File: src/hw/rtl/range_window_cache_fifo_macros.svh
// Assertion macros for the range window cache.
`ifndef RANGE_WINDOW_CACHE_FIFO_MACROS_SVH
`define RANGE_WINDOW_CACHE_FIFO_MACROS_SVH

// Same-cycle implication, disabled while reset is high.
`define RWC_ASSERT_IMP(label, clk, rst, ante, cons) \
   label: assert property (@(posedge clk) disable iff (rst) (ante) |-> (cons)) \
      else $error("rwc: same-cycle check failed");

// Next-cycle implication, disabled while reset is high.
`define RWC_ASSERT_NXT(label, clk, rst, ante, cons) \
   label: assert property (@(posedge clk) disable iff (rst) (ante) |=> (cons)) \
      else $error("rwc: next-cycle check failed");

`endif

File: src/hw/rtl/rwc_pkg.sv
// Types, constants and codes shared by the range window cache modules.
package rwc_pkg;

   localparam int ENTRIES    = 5;
   localparam int ALIGN_BITS = 16;

   localparam int ADDR_W  = 48;
   localparam int LEN_W   = 32;
   localparam int SLOT_W  = 3;
   localparam int IDX_W   = (ENTRIES > 1) ? $clog2(ENTRIES) : 1;
   localparam int ALU_W   = ADDR_W + 1;
   localparam int CSR_IDX_W = 1;

   localparam logic [ADDR_W-1:0] ALIGN_MASK =
      ADDR_W'((64'd1 << ALIGN_BITS) - 64'd1);
   localparam logic [LEN_W-1:0]  WINDOW_SIZE_RESET = 32'd6553600;
   localparam logic [IDX_W-1:0]  LAST_IDX = IDX_W'(ENTRIES - 1);

   localparam logic [CSR_IDX_W-1:0] CSR_FILE_SIZE   = 1'b0;
   localparam logic [CSR_IDX_W-1:0] CSR_WINDOW_SIZE = 1'b1;

   typedef struct packed {
      logic [ADDR_W-1:0] start_req;
      logic [LEN_W-1:0]  length;
   } req_type;

   typedef struct packed {
      logic              hit;
      logic [SLOT_W-1:0] slot;
      logic [LEN_W-1:0]  offset;
      logic [ADDR_W-1:0] window_start;
      logic [LEN_W-1:0]  window_length;
      logic              status;
   } rsp_type;

   typedef enum logic [0:0] {
      ALU_ADD,
      ALU_SUB
   } alu_op_type;

   typedef enum logic [2:0] {
      ST_IDLE,
      ST_SUM,
      ST_LO,
      ST_HI,
      ST_LEN,
      ST_CHK,
      ST_CLIP,
      ST_END
   } state_type;

   // table write request
   typedef struct packed {
      logic              we;
      logic [IDX_W-1:0]  idx;
      logic [ADDR_W-1:0] start;
      logic [ADDR_W-1:0] stop;
   } tbl_wr_type;

   // table read data at the scan index
   typedef struct packed {
      logic              valid;
      logic [ADDR_W-1:0] start;
      logic [ADDR_W-1:0] stop;
   } tbl_rd_type;

endpackage

File: src/hw/rtl/range_window_cache_fifo.sv
// Top level of the range window cache: config registers, result register, checks.
//
// A request (start_req, length) is taken when start is high and busy is low;
// busy then stays high until the result is out. One 49-bit add/subtract unit
// does every sum and compare, so the entries are scanned one at a time after
// the range end is summed; a hit answers at the first matching entry, a miss
// goes on to check, clip and install a window. The next request can be taken
// again once busy is low. Each result appears on rsp_data for exactly one
// cycle with rsp_valid high and must be captured then; there is no
// backpressure. On a miss the window is aligned down to 2^ALIGN_BITS bytes,
// clipped at file_size and installed in round-robin order; status = 1 means
// the aligned start lies past the file end and nothing was installed.
// csr_index 0 writes file_size, 1 writes window_size; write only while idle.
`include "range_window_cache_fifo_macros.svh"

module range_window_cache_fifo (
   input  logic                              clock,
   input  logic                              reset,
   input  logic                              start,
   output logic                              busy,
   input  rwc_pkg::req_type                  req_data,
   output logic                              rsp_valid,
   output rwc_pkg::rsp_type                  rsp_data,
   input  logic                              csr_we,
   input  logic [rwc_pkg::CSR_IDX_W-1:0]     csr_index,
   input  logic [rwc_pkg::ADDR_W-1:0]        csr_wdata
);

   logic [rwc_pkg::ADDR_W-1:0] file_size_ff;
   logic [rwc_pkg::LEN_W-1:0]  window_size_ff;
   logic                       rsp_valid_ff;
   rwc_pkg::rsp_type           rsp_data_ff;

   logic                       accept;
   logic                       seq_done;
   rwc_pkg::rsp_type           seq_rsp;
   rwc_pkg::tbl_wr_type        tbl_wr;
   rwc_pkg::tbl_rd_type        tbl_rd;
   logic [rwc_pkg::IDX_W-1:0]  tbl_idx;

   assign accept = start && !busy;

   always_ff @(posedge clock) begin
      if (reset) begin
         file_size_ff   <= '0;
         window_size_ff <= rwc_pkg::WINDOW_SIZE_RESET;
      end else if (csr_we) begin
         unique case (csr_index)
            rwc_pkg::CSR_FILE_SIZE:   file_size_ff   <= csr_wdata;
            rwc_pkg::CSR_WINDOW_SIZE: window_size_ff <= csr_wdata[rwc_pkg::LEN_W-1:0];
            default: ;
         endcase
      end
   end

   always_ff @(posedge clock) begin
      if (reset) begin
         rsp_valid_ff <= 1'b0;
      end else begin
         rsp_valid_ff <= seq_done;
      end
   end

   always_ff @(posedge clock) begin
      if (seq_done) begin
         rsp_data_ff <= seq_rsp;
      end
   end

   assign rsp_valid = rsp_valid_ff;
   assign rsp_data  = rsp_data_ff;

   rwc_seq u_seq (
      .clock       (clock),
      .reset       (reset),
      .accept      (accept),
      .req         (req_data),
      .file_size   (file_size_ff),
      .window_size (window_size_ff),
      .busy        (busy),
      .done        (seq_done),
      .rsp         (seq_rsp),
      .tbl_wr      (tbl_wr),
      .tbl_idx     (tbl_idx),
      .tbl_rd      (tbl_rd)
   );

   rwc_table u_table (
      .clock  (clock),
      .reset  (reset),
      .wr     (tbl_wr),
      .rd_idx (tbl_idx),
      .rd     (tbl_rd)
   );

   // an accepted request always occupies the sequencer
   `RWC_ASSERT_NXT(a_accept_busy, clock, reset, accept, busy)
   // results are single-cycle strobes, never back to back
   `RWC_ASSERT_NXT(a_rsp_strobe, clock, reset, rsp_valid, !rsp_valid)
   // the sequencer is back to idle when its result shows
   `RWC_ASSERT_IMP(a_rsp_idle, clock, reset, rsp_valid, !busy)
   // a flagged request is never reported as a hit
   `RWC_ASSERT_IMP(a_status_nohit, clock, reset, rsp_valid && rsp_data.status,
      !rsp_data.hit)

endmodule

File: src/hw/rtl/rwc_alu.sv
// Shared 49-bit add/subtract unit used for every sum and compare.
module rwc_alu (
   input  rwc_pkg::alu_op_type          op,
   input  logic [rwc_pkg::ALU_W-1:0]    a,
   input  logic [rwc_pkg::ALU_W-1:0]    b,
   output logic [rwc_pkg::ALU_W-1:0]    res,
   output logic                         borrow
);

   logic [rwc_pkg::ALU_W:0] full;

   always_comb begin
      unique case (op)
         rwc_pkg::ALU_ADD: full = {1'b0, a} + {1'b0, b};
         rwc_pkg::ALU_SUB: full = {1'b0, a} - {1'b0, b};
         default:          full = '0;
      endcase
   end

   // top bit is carry on add, borrow (a < b) on subtract
   assign res    = full[rwc_pkg::ALU_W-1:0];
   assign borrow = full[rwc_pkg::ALU_W];

endmodule

File: src/hw/rtl/rwc_table.sv
// Window entry storage with per-entry valid bits, one write and one read port.
module rwc_table (
   input  logic                          clock,
   input  logic                          reset,
   input  rwc_pkg::tbl_wr_type           wr,
   input  logic [rwc_pkg::IDX_W-1:0]     rd_idx,
   output rwc_pkg::tbl_rd_type           rd
);

   logic [rwc_pkg::ADDR_W-1:0]  start_ff [rwc_pkg::ENTRIES];
   logic [rwc_pkg::ADDR_W-1:0]  stop_ff  [rwc_pkg::ENTRIES];
   logic [rwc_pkg::ENTRIES-1:0] valid_ff;

   always_ff @(posedge clock) begin
      if (reset) begin
         valid_ff <= '0;
      end else if (wr.we) begin
         valid_ff[wr.idx] <= 1'b1;
      end
   end

   always_ff @(posedge clock) begin
      if (wr.we) begin
         start_ff[wr.idx] <= wr.start;
         stop_ff[wr.idx]  <= wr.stop;
      end
   end

   assign rd.valid = valid_ff[rd_idx];
   assign rd.start = start_ff[rd_idx];
   assign rd.stop  = stop_ff[rd_idx];

endmodule

File: src/hw/rtl/rwc_seq.sv
// Sequencer: scans entries one compare at a time; on a miss aligns, clips and installs.
module rwc_seq (
   input  logic                          clock,
   input  logic                          reset,
   input  logic                          accept,
   input  rwc_pkg::req_type              req,
   input  logic [rwc_pkg::ADDR_W-1:0]    file_size,
   input  logic [rwc_pkg::LEN_W-1:0]     window_size,
   output logic                          busy,
   output logic                          done,
   output rwc_pkg::rsp_type              rsp,
   output rwc_pkg::tbl_wr_type           tbl_wr,
   output logic [rwc_pkg::IDX_W-1:0]     tbl_idx,
   input  rwc_pkg::tbl_rd_type           tbl_rd
);

   rwc_pkg::state_type state_ff, state_in;
   logic [rwc_pkg::IDX_W-1:0]  idx_ff, idx_in;
   logic [rwc_pkg::IDX_W-1:0]  slot_ff, slot_in;
   logic [rwc_pkg::ADDR_W-1:0] start_ff, start_in;
   logic [rwc_pkg::LEN_W-1:0]  len_ff, len_in;
   logic [rwc_pkg::ALU_W-1:0]  stop_ff, stop_in;
   logic [rwc_pkg::LEN_W-1:0]  offset_ff, offset_in;
   logic [rwc_pkg::ADDR_W-1:0] rem_ff, rem_in;
   logic [rwc_pkg::ADDR_W-1:0] wlen_ff, wlen_in;

   rwc_pkg::alu_op_type        alu_op;
   logic [rwc_pkg::ALU_W-1:0]  alu_a, alu_b, alu_res;
   logic                       alu_borrow;
   logic [rwc_pkg::ADDR_W-1:0] aligned;
   logic [rwc_pkg::IDX_W-1:0]  idx_next;
   logic [rwc_pkg::IDX_W-1:0]  slot_next;

   rwc_alu u_alu (
      .op     (alu_op),
      .a      (alu_a),
      .b      (alu_b),
      .res    (alu_res),
      .borrow (alu_borrow)
   );

   assign aligned   = start_ff & ~rwc_pkg::ALIGN_MASK;
   assign idx_next  = idx_ff + 1'b1;
   assign slot_next = (slot_ff == rwc_pkg::LAST_IDX) ? '0 : slot_ff + 1'b1;
   assign tbl_idx   = idx_ff;
   assign busy      = (state_ff != rwc_pkg::ST_IDLE);

   always_ff @(posedge clock) begin
      if (reset) begin
         state_ff <= rwc_pkg::ST_IDLE;
         idx_ff   <= '0;
         slot_ff  <= '0;
      end else begin
         state_ff <= state_in;
         idx_ff   <= idx_in;
         slot_ff  <= slot_in;
      end
   end

   always_ff @(posedge clock) begin
      start_ff  <= start_in;
      len_ff    <= len_in;
      stop_ff   <= stop_in;
      offset_ff <= offset_in;
      rem_ff    <= rem_in;
      wlen_ff   <= wlen_in;
   end

   always_comb begin
      state_in  = state_ff;
      idx_in    = idx_ff;
      slot_in   = slot_ff;
      start_in  = start_ff;
      len_in    = len_ff;
      stop_in   = stop_ff;
      offset_in = offset_ff;
      rem_in    = rem_ff;
      wlen_in   = wlen_ff;
      alu_op    = rwc_pkg::ALU_SUB;
      alu_a     = '0;
      alu_b     = '0;
      done      = 1'b0;
      rsp       = '0;
      tbl_wr    = '0;

      unique case (state_ff)
         rwc_pkg::ST_IDLE: begin
            if (accept) begin
               start_in = req.start_req;
               len_in   = req.length;
               idx_in   = '0;
               state_in = rwc_pkg::ST_SUM;
            end
         end

         rwc_pkg::ST_SUM: begin
            alu_op   = rwc_pkg::ALU_ADD;
            alu_a    = {1'b0, start_ff};
            alu_b    = rwc_pkg::ALU_W'(len_ff);
            stop_in  = alu_res;
            state_in = rwc_pkg::ST_LO;
         end

         // entry_start <= start ?
         rwc_pkg::ST_LO: begin
            alu_a = {1'b0, start_ff};
            alu_b = {1'b0, tbl_rd.start};
            if (tbl_rd.valid && !alu_borrow) begin
               offset_in = alu_res[rwc_pkg::LEN_W-1:0];
               state_in  = rwc_pkg::ST_HI;
            end else if (idx_ff == rwc_pkg::LAST_IDX) begin
               state_in = rwc_pkg::ST_CHK;
            end else begin
               idx_in = idx_next;
            end
         end

         // stop <= entry_end ?
         rwc_pkg::ST_HI: begin
            alu_a = {1'b0, tbl_rd.stop};
            alu_b = stop_ff;
            if (!alu_borrow) begin
               state_in = rwc_pkg::ST_LEN;
            end else if (idx_ff == rwc_pkg::LAST_IDX) begin
               state_in = rwc_pkg::ST_CHK;
            end else begin
               idx_in   = idx_next;
               state_in = rwc_pkg::ST_LO;
            end
         end

         rwc_pkg::ST_LEN: begin
            alu_a             = {1'b0, tbl_rd.stop};
            alu_b             = {1'b0, tbl_rd.start};
            done              = 1'b1;
            rsp.hit           = 1'b1;
            rsp.slot          = rwc_pkg::SLOT_W'(idx_ff);
            rsp.offset        = offset_ff;
            rsp.window_start  = tbl_rd.start;
            rsp.window_length = alu_res[rwc_pkg::LEN_W-1:0];
            state_in          = rwc_pkg::ST_IDLE;
         end

         // miss: remaining file bytes past the aligned start
         rwc_pkg::ST_CHK: begin
            alu_a = {1'b0, file_size};
            alu_b = {1'b0, aligned};
            if (alu_borrow) begin
               done       = 1'b1;
               rsp.status = 1'b1;
               state_in   = rwc_pkg::ST_IDLE;
            end else begin
               rem_in   = alu_res[rwc_pkg::ADDR_W-1:0];
               state_in = rwc_pkg::ST_CLIP;
            end
         end

         // aligned + window_size >= file_size  <=>  window_size >= rem
         rwc_pkg::ST_CLIP: begin
            alu_a = rwc_pkg::ALU_W'(window_size);
            alu_b = {1'b0, rem_ff};
            if (!alu_borrow) begin
               wlen_in = rem_ff;
            end else begin
               wlen_in = rwc_pkg::ADDR_W'(window_size);
            end
            state_in = rwc_pkg::ST_END;
         end

         rwc_pkg::ST_END: begin
            alu_op            = rwc_pkg::ALU_ADD;
            alu_a             = {1'b0, aligned};
            alu_b             = {1'b0, wlen_ff};
            tbl_wr.we         = 1'b1;
            tbl_wr.idx        = slot_ff;
            tbl_wr.start      = aligned;
            tbl_wr.stop       = alu_res[rwc_pkg::ADDR_W-1:0];
            done              = 1'b1;
            rsp.slot          = rwc_pkg::SLOT_W'(slot_ff);
            rsp.offset        = rwc_pkg::LEN_W'(start_ff & rwc_pkg::ALIGN_MASK);
            rsp.window_start  = aligned;
            rsp.window_length = wlen_ff[rwc_pkg::LEN_W-1:0];
            slot_in           = slot_next;
            state_in          = rwc_pkg::ST_IDLE;
         end

         default: begin
            state_in = rwc_pkg::ST_IDLE;
         end
      endcase
   end

endmodule

File: config.mk
export PLATFORM = sky130hd
export DESIGN_NAME = range_window_cache_fifo
export DESIGN_NICKNAME = d
export VERILOG_FILES = /design/src/hw/rtl/rwc_pkg.sv /design/src/hw/rtl/range_window_cache_fifo.sv /design/src/hw/rtl/rwc_alu.sv /design/src/hw/rtl/rwc_table.sv /design/src/hw/rtl/rwc_seq.sv
export VERILOG_INCLUDE_DIRS = /design/src /design/src/hw/rtl
export SDC_FILE = /design/constraint.sdc
export NUM_CORES = 1
export LEC_CHECK = 0
export BUFFER_PORTS_ARGS = -buffer_cell sky130_fd_sc_hd__clkbuf_2
export CAP_MARGIN = 10
export CORE_MARGIN = 1
export CORE_UTILIZATION = 53
export CTS_BUF_LIST = sky130_fd_sc_hd__clkbuf_8 sky130_fd_sc_hd__clkbuf_16
export DETAILED_ROUTE_END_ITERATION = 10
export PLACE_DENSITY = 0.68
export REMOVE_ABC_BUFFERS = 1
export SLEW_MARGIN = 30
export SYNTH_ARGS = -nofsm -noshare
export SYNTH_HDL_FRONTEND = slang
export SYNTH_HIERARCHICAL = 1
export SYNTH_SLANG_ARGS = --single-unit
File: constraint.sdc
create_clock -name clock -period 17.05 [get_ports clock]
set_input_delay 0.8525 -clock clock [delete_from_list [all_inputs] [get_ports clock]]
set_output_delay 0.8525 -clock clock [all_outputs]
set_load 0.01 [all_outputs]
==> results of run 1 <==
power groups by stage:
stage          logic [uW]  registers, uW  clock network, uW
6_report             3130           3040               2160
5_1_grt              3330           3050               2270
4_1_cts              3080           3040               2190
3_5_place_dp         3060           3080                  0
3_3_place_gp         3040           3080                  0
2_1_floorplan        2070           3140                  0
cell families after synthesis:
| kind of cell | Yosys count | synth area share |
|---|---|---|
| AOI/OAI and AO/OA | 726 | 0.124 |
| xor gates and xnor gates | 93 | 0.0181 |
| adders and majority gates | 55 | 0.0155 |
| buffers and inverters | 374 | 0.0412 |
| DFF | 949 | 0.612 |
| muxes | 367 | 0.0945 |
| other | 1 | 0.0000833 |
| and+or+nand+nor | 762 | 0.0946 |
worst max-delay path by stage:
stage / start / endpoint / cells past startpoint
floorplan: u_seq/state_ff[1] / rsp_data[0] / 21
global placement: u_seq/state_ff[0] / rsp_data[116] / 25
detailed placement: u_seq/state_ff[1] / rsp_data[116] / 26
CTS: u_seq/state_ff[1] / rsp_data[84] / 26
global route: u_seq/state_ff[1] / rsp_data[68] / 26
finish: u_seq/state_ff[1] / rsp_data[68] / 26
per-stage QoR:
stage / utilization / hold slack (ns)
4_1_cts: 0.600 / 0.310
3_3_place_gp: 0.561 / 0.444
6_report: 0.601 / 0.351
3_5_place_dp: 0.561 / 0.461
5_1_grt: 0.601 / 0.326
2_1_floorplan: - / 0.431
cell type report:
type	instances	area, sq um	area share
Inverter	127	479	0.00952
Sequential cell	949	27600	0.548
Multi-Input combinational cell	2020	15800	0.314
Clock inverter	79	656	0.0130
Clock buffer	108	2620	0.0521
Timing Repair Buffer	315	1810	0.0359
Tap cell	1134	1420	0.0282
synth_stat cells (59+ instances only):
cell type and count:
nor2_1 166, nand2b_1 122, a21oi_1 152, a221oi_1 140, a21o_1 81, nand2_1 92
dfxtp_1 95, o21ai_0 62, xnor2_1 73, edfxtp_1 854, clkbuf_1 98, mux2i_1 237
and3_1 59, mux2_2 93, and2_1 87, a211oi_1 88, nor2b_1 119, inv_1 125
buf_2 67
sequential cells by signal, indices dropped and copies added (netlist names), 5 cells and up:
name	cells
u_seq/rem_ff	48
u_seq/wlen_ff	48
u_seq/offset_ff	32
u_seq/stop_ff	49
u_table/stop_ff	240
rsp_data	117
file_size_ff	48
u_table/start_ff	240
u_table/valid_ff	5
u_seq/start_ff	48
window_size_ff	32
u_seq/len_ff	32
cell usage in the layout (no fill, tap or decap), drive strengths merged, types with 48 or more instances in the layout:
master and instances:
a211oi 118, a21o 81, a21oi 155, a221oi 171
a22o 48, and2 87, and3 59, buf 65
clkbuf 358, dfxtp 95, edfxtp 854, ha 54
inv 158, mux2 93, mux2i 237, nand2 93
nand2b 123, nor2 170, nor2b 120, o21ai 74
xnor2 73
layer usage:
metal  track usage  share of wire  vias to the layer above
met5             0              0                        -
met4         0.101          0.031                        0
met3        0.0374          0.072                      249
met2         0.487           0.48                     1387
met1         0.408           0.42                    14900
li1              -              -                    13100
worst max-delay path, cell delays in order, from the launching register on:
cell	delay, ns
dfxtp_4	0.59
buf_4	0.45
buf_12	0.49
nor2b_4	0.84
buf_4	0.42
a221oi_1	0.14
a21oi_1	0.40
inv_1	0.10
ha_1	0.24
nand2_1	0.22
nor4_2	0.08
buf_4	0.19
and3_1	0.22
nor2_1	0.12
xnor2_1	0.09
ha_1	0.40
and3_1	0.22
nand4_1	0.22
o41ai_4	0.63
a21oi_2	0.14
a41o_4	0.35
o31ai_4	0.29
xnor2_2	0.15
buf_4	0.55
nor2_1	0.13
nor3_2	0.18
buf_4	0.56
==> results.cfg, run 1 <==
[drt]
viasPerCell = 6.27
vias = 29700
wirelength_um = 129000
antenna_left = 0
dr.pass1.iters = 5
drc = 0
wire_per_inst_um = 27.3
drt_iter0_drc = 3049

[hold_path]
min_from = req_data[59]
min_path_cells = 1
hold_path_end = u_seq/start_ff[27]
hp-class = in2reg

[cells_and_area]
layout-drive-gt1-share = 0.196
n_antenna_cell = 0
fin_area_sq_um = 50300
syn2layout_area_growth_pct = 11.8
nFillCells = 6635
stdcell_count = 4732
final_nets = 3700

[yosys]
ys_async_sr_fraction = 0
ys_seq_area_frac = 0.612
synth-seq-cells = 949
netlist_top_cells_area = edfxtp_1 (57%), mux2i_1 (5.3%), dfxtp_1 (4.2%)
syn_inst = 3327
ys_warn_count = 6
synth_top_area_cell = edfxtp_1
synth_edf_count = 854
synth-main-ff-cell = edfxtp_1
synth_area_sq_um = 45000
synth.distinct_cells = 84
syn_avg_cell_area_sq_um = 13.5
synth_top_area_frac = 0.570

[clocking]
cts_tree = done
clkLatencyLatePin_ns = 0.68
clk_pin_slew_ns = 0.06
htree_levels = 3
cts_buffers = 99
postCtsSetupBuffers = 0
cts_buffer_depth = 3
cts_hold_buf = 0
clkSinkCount = 949
cts_resized = 0
cts-root-buf = clkbuf_16

[timing]
relSlewSlack = 0.339
tightest_slew_ns = 0.991
setup_viol = 0
setup_ws_ns = 7.91
period_share = 0.536
clock.fmax_mhz = 109
maxSlewViolCount = 0
finalSetupTns_ns = 0
fin_crit_ns = 9.14
hold_viol = 0
rsz0062_at_grt = no
fin_skew_ns = 0.0302

[global_routing]
grt_overflow = 0
grt_pass1_wl_um = 189000
grt_antenna_before_repair = 1
grt_pass1_vias = 29800
grtUsageTotal = 0.296
grt_max_degree = 115

[setup_path]
cp_max_fo = 114
critPathLaunchType = flop
r2r-end = rsp_data[68]
cp-end-kind = flop
crit-reg2reg-launch = u_seq/state_ff[1]
cp.required_ns = 17.34
critPathArrivalTime_ns = 9.43
reg2reg_slack_ns = 7.91
criticalPathCategory = reg2reg
reg2reg_depth = 26

[pwr]
total_power_uw = 8320
clkPwrFrac = 0.259
switching_share = 0.373
p_per_area_nw_per_um2 = 165
power_frac_seq = 0.365
combPwrFrac = 0.376
p_int_uw = 5220
p_sw_uw = 3100
p_leak_uw = 0.0179
ir_drop_mv = 0.0989

[placed_design]
place_ws_ns = 7.81
place_area_sq_um = 47000
detailed_place_hpwl_um = 80200
io_buffers = 251
place_congestion = 0.956
placed_cells = 4544

[floorplanning]
die_x_um = 293
die_h_um = 293
std_cell_rows = 106
dieArea_sq_um = 86100
pin_count = 252
core-area_sq_um = 83800
start_util = 0.537

[status]
outcome = complete, no violations

[flow_run]
drv_cap = 0
No activity file was read; power rests on OpenSTA's default activity.
==> run 2, diff against run 1 <==
--- a/config.mk
+++ b/config.mk
@@ -12,7 +12,7 @@
 export CORE_UTILIZATION = 53
 export CTS_BUF_LIST = sky130_fd_sc_hd__clkbuf_8 sky130_fd_sc_hd__clkbuf_16
 export DETAILED_ROUTE_END_ITERATION = 10
-export PLACE_DENSITY = 0.68
+export PLACE_DENSITY = 0.71
 export REMOVE_ABC_BUFFERS = 1
 export SLEW_MARGIN = 30
 export SYNTH_ARGS = -nofsm -noshare
==> constraint.sdc (replaced) <==
create_clock -name clock -period 8.2 [get_ports clock]
set_input_delay 0.41 -clock clock [delete_from_list [all_inputs] [get_ports clock]]
set_output_delay 0.41 -clock clock [all_outputs]
set_load 0.01 [all_outputs]
==> results.cfg, run 2 (synthesis gave the netlist of run 1 again) <==
[clocking]
cts-root-buf = clkbuf_16
cts_buffers = 99
cts_hold_buf = 81
clk_pin_slew_ns = 0.06
cts_resized = 0
clkSinkCount = 949
postCtsSetupBuffers = 0
htree_levels = 3
cts_tree = done
cts_buffer_depth = 3
clkLatencyLatePin_ns = 0.67

[timing]
maxSlewViolCount = 0
hold_viol = 0
period_share = 0.925
rsz0062_at_grt = no
tightest_slew_ns = 1.01
fin_skew_ns = 0.0341
relSlewSlack = 0.324
clock.fmax_mhz = 132
fin_crit_ns = 7.59
finalSetupTns_ns = 0
setup_viol = 0
setup_ws_ns = 0.614

[placed_design]
detailed_place_hpwl_um = 78800
place_congestion = 0.919
place_ws_ns = 0.824
place_area_sq_um = 47400
placed_cells = 4574
io_buffers = 251

[drt]
wirelength_um = 127000
drc = 0
drt_iter0_drc = 3085
antenna_left = 0
vias = 29900
wire_per_inst_um = 26.3
dr.pass1.iters = 6
viasPerCell = 6.18

[setup_path]
cp-end-kind = flop
critPathLaunchType = flop
cp.required_ns = 8.49
criticalPathCategory = reg2reg
cp_max_fo = 85
critPathArrivalTime_ns = 7.88

[cells_and_area]
fin_util = 0.618
final_common_cell = edfxtp_1
syn2layout_area_growth_pct = 15.0
fin_area_sq_um = 51800
nFillCells = 6391
multiInputGateArea_sq_um = 15800
layout-drive-gt1-share = 0.201
seq_area_sq_um = 27600
final_cell_mix = edfxtp_1 (854), clkbuf_2 (250), mux2i_1 (237)
stdcell_count = 4841
final_nets = 3810

[global_routing]
grtUsageTotal = 0.293
grt_max_degree = 111
top_usage_layer = met2
grtUsageMet3 = 0.0532
grt_antenna_before_repair = 1
grt_pass1_vias = 29300
use_met1 = 0.402
grt_pass1_wl_um = 188000
grt_use_met2 = 0.472
grt_overflow = 0

[status]
outcome = complete, no violations

[flow_run]
drv_cap = 0

[pwr]
p_sw_uw = 6530
p_int_uw = 11300
p_leak_uw = 0.0185
p_per_area_nw_per_um2 = 344
clkPwrFrac = 0.272
combPwrFrac = 0.371
ir_drop_mv = 0.289
power_frac_seq = 0.356
switching_share = 0.367

[floorplanning]
die_x_um = 293
die_h_um = 293
dieArea_sq_um = 86100
pin_count = 252
core-area_sq_um = 83800
start_util = 0.537
std_cell_rows = 106

[hold_path]
hp-class = in2reg
-- run 2: changes by cell type in the layout (fill, tap and decap cells not counted), sizes merged --
cell         delta
dlygate4sd3    +81
buf            +29
inv            -14
bufinv         +10
clkinv          +6
clkbuf          -4
diode           +1
-- run 2: power groups by stage --
stage          Clock, uW  Combinational (uW)  Sequential [uW]
6_report            4850                6600             6340
4_1_cts             4900                6480             6340
3_3_place_gp           0                6410             6430
2_1_floorplan          0                4310             6530
3_5_place_dp           0                6410             6440
5_1_grt             5080                7000             6360
-- run 2: critical path: stages (launching register included) --
cell      delay [ns]
dfxtp_4         0.54
buf_12          0.54
a221oi_1        0.27
mux2_2          0.33
a221oi_1        0.24
a21oi_1         0.13
nor4_2          0.34
nand2_1         0.22
nor4_2          0.48
and3_1          0.35
nand3b_1        0.21
inv_1           0.12
nor2_1          0.06
xnor2_1         0.21
ha_1            0.32
a21o_1          0.20
a21o_1          0.18
a21o_1          0.20
nand2_1         0.07
o21ai_0         0.12
a21oi_2         0.20
a41o_4          0.31
o31ai_4         0.10
xnor2_2         0.42
nor2_1          0.12
nor3_2          0.33
buf_12          0.43
-- run 2: metrics by stage --
| step | hold slack (ns) | total power (uW) |
|---|---|---|
| finish | 0.0294 | 17800 |
| global route | 0.0168 | 18400 |
| CTS | 0.00174 | 17700 |
| detailed placement | 0.460 | 12800 |
| global placement | 0.446 | 12800 |
| floorplan | 0.431 | 10800 |
-- run 2: path summary, 6_finish.rpt --
kind                                          start                   to  slack, ns  depth (start not counted)
worst max-delay path               u_seq/tbl_idx[2]         rsp_data[72]       0.61                         26
worst min-delay path                  csr_wdata[12]     file_size_ff[12]       0.03                          3
worst max register to register     u_seq/tbl_idx[2]         rsp_data[72]       0.61                         26
worst min register to register  u_table/valid_ff[0]  u_table/valid_ff[0]       0.48                          2
-- run 2: cell type report --
cell class                 instances  share of cell area
clock buffer                     104              0.0494
inverter                         127             0.00930
timing repair buffer             425              0.0570
tap                             1134              0.0274
clock inverter                    81              0.0193
multi-input combinational       2020               0.305
antenna                            1           0.0000483
sequential                       949               0.532
-- run 2: metal layers --
layer | routed length, um | part of all wire
met3 | 10600 | 0.083
met4 | 4140 | 0.033
met5 | 8 | 0.000063
met2 | 60500 | 0.48
met1 | 52100 | 0.41
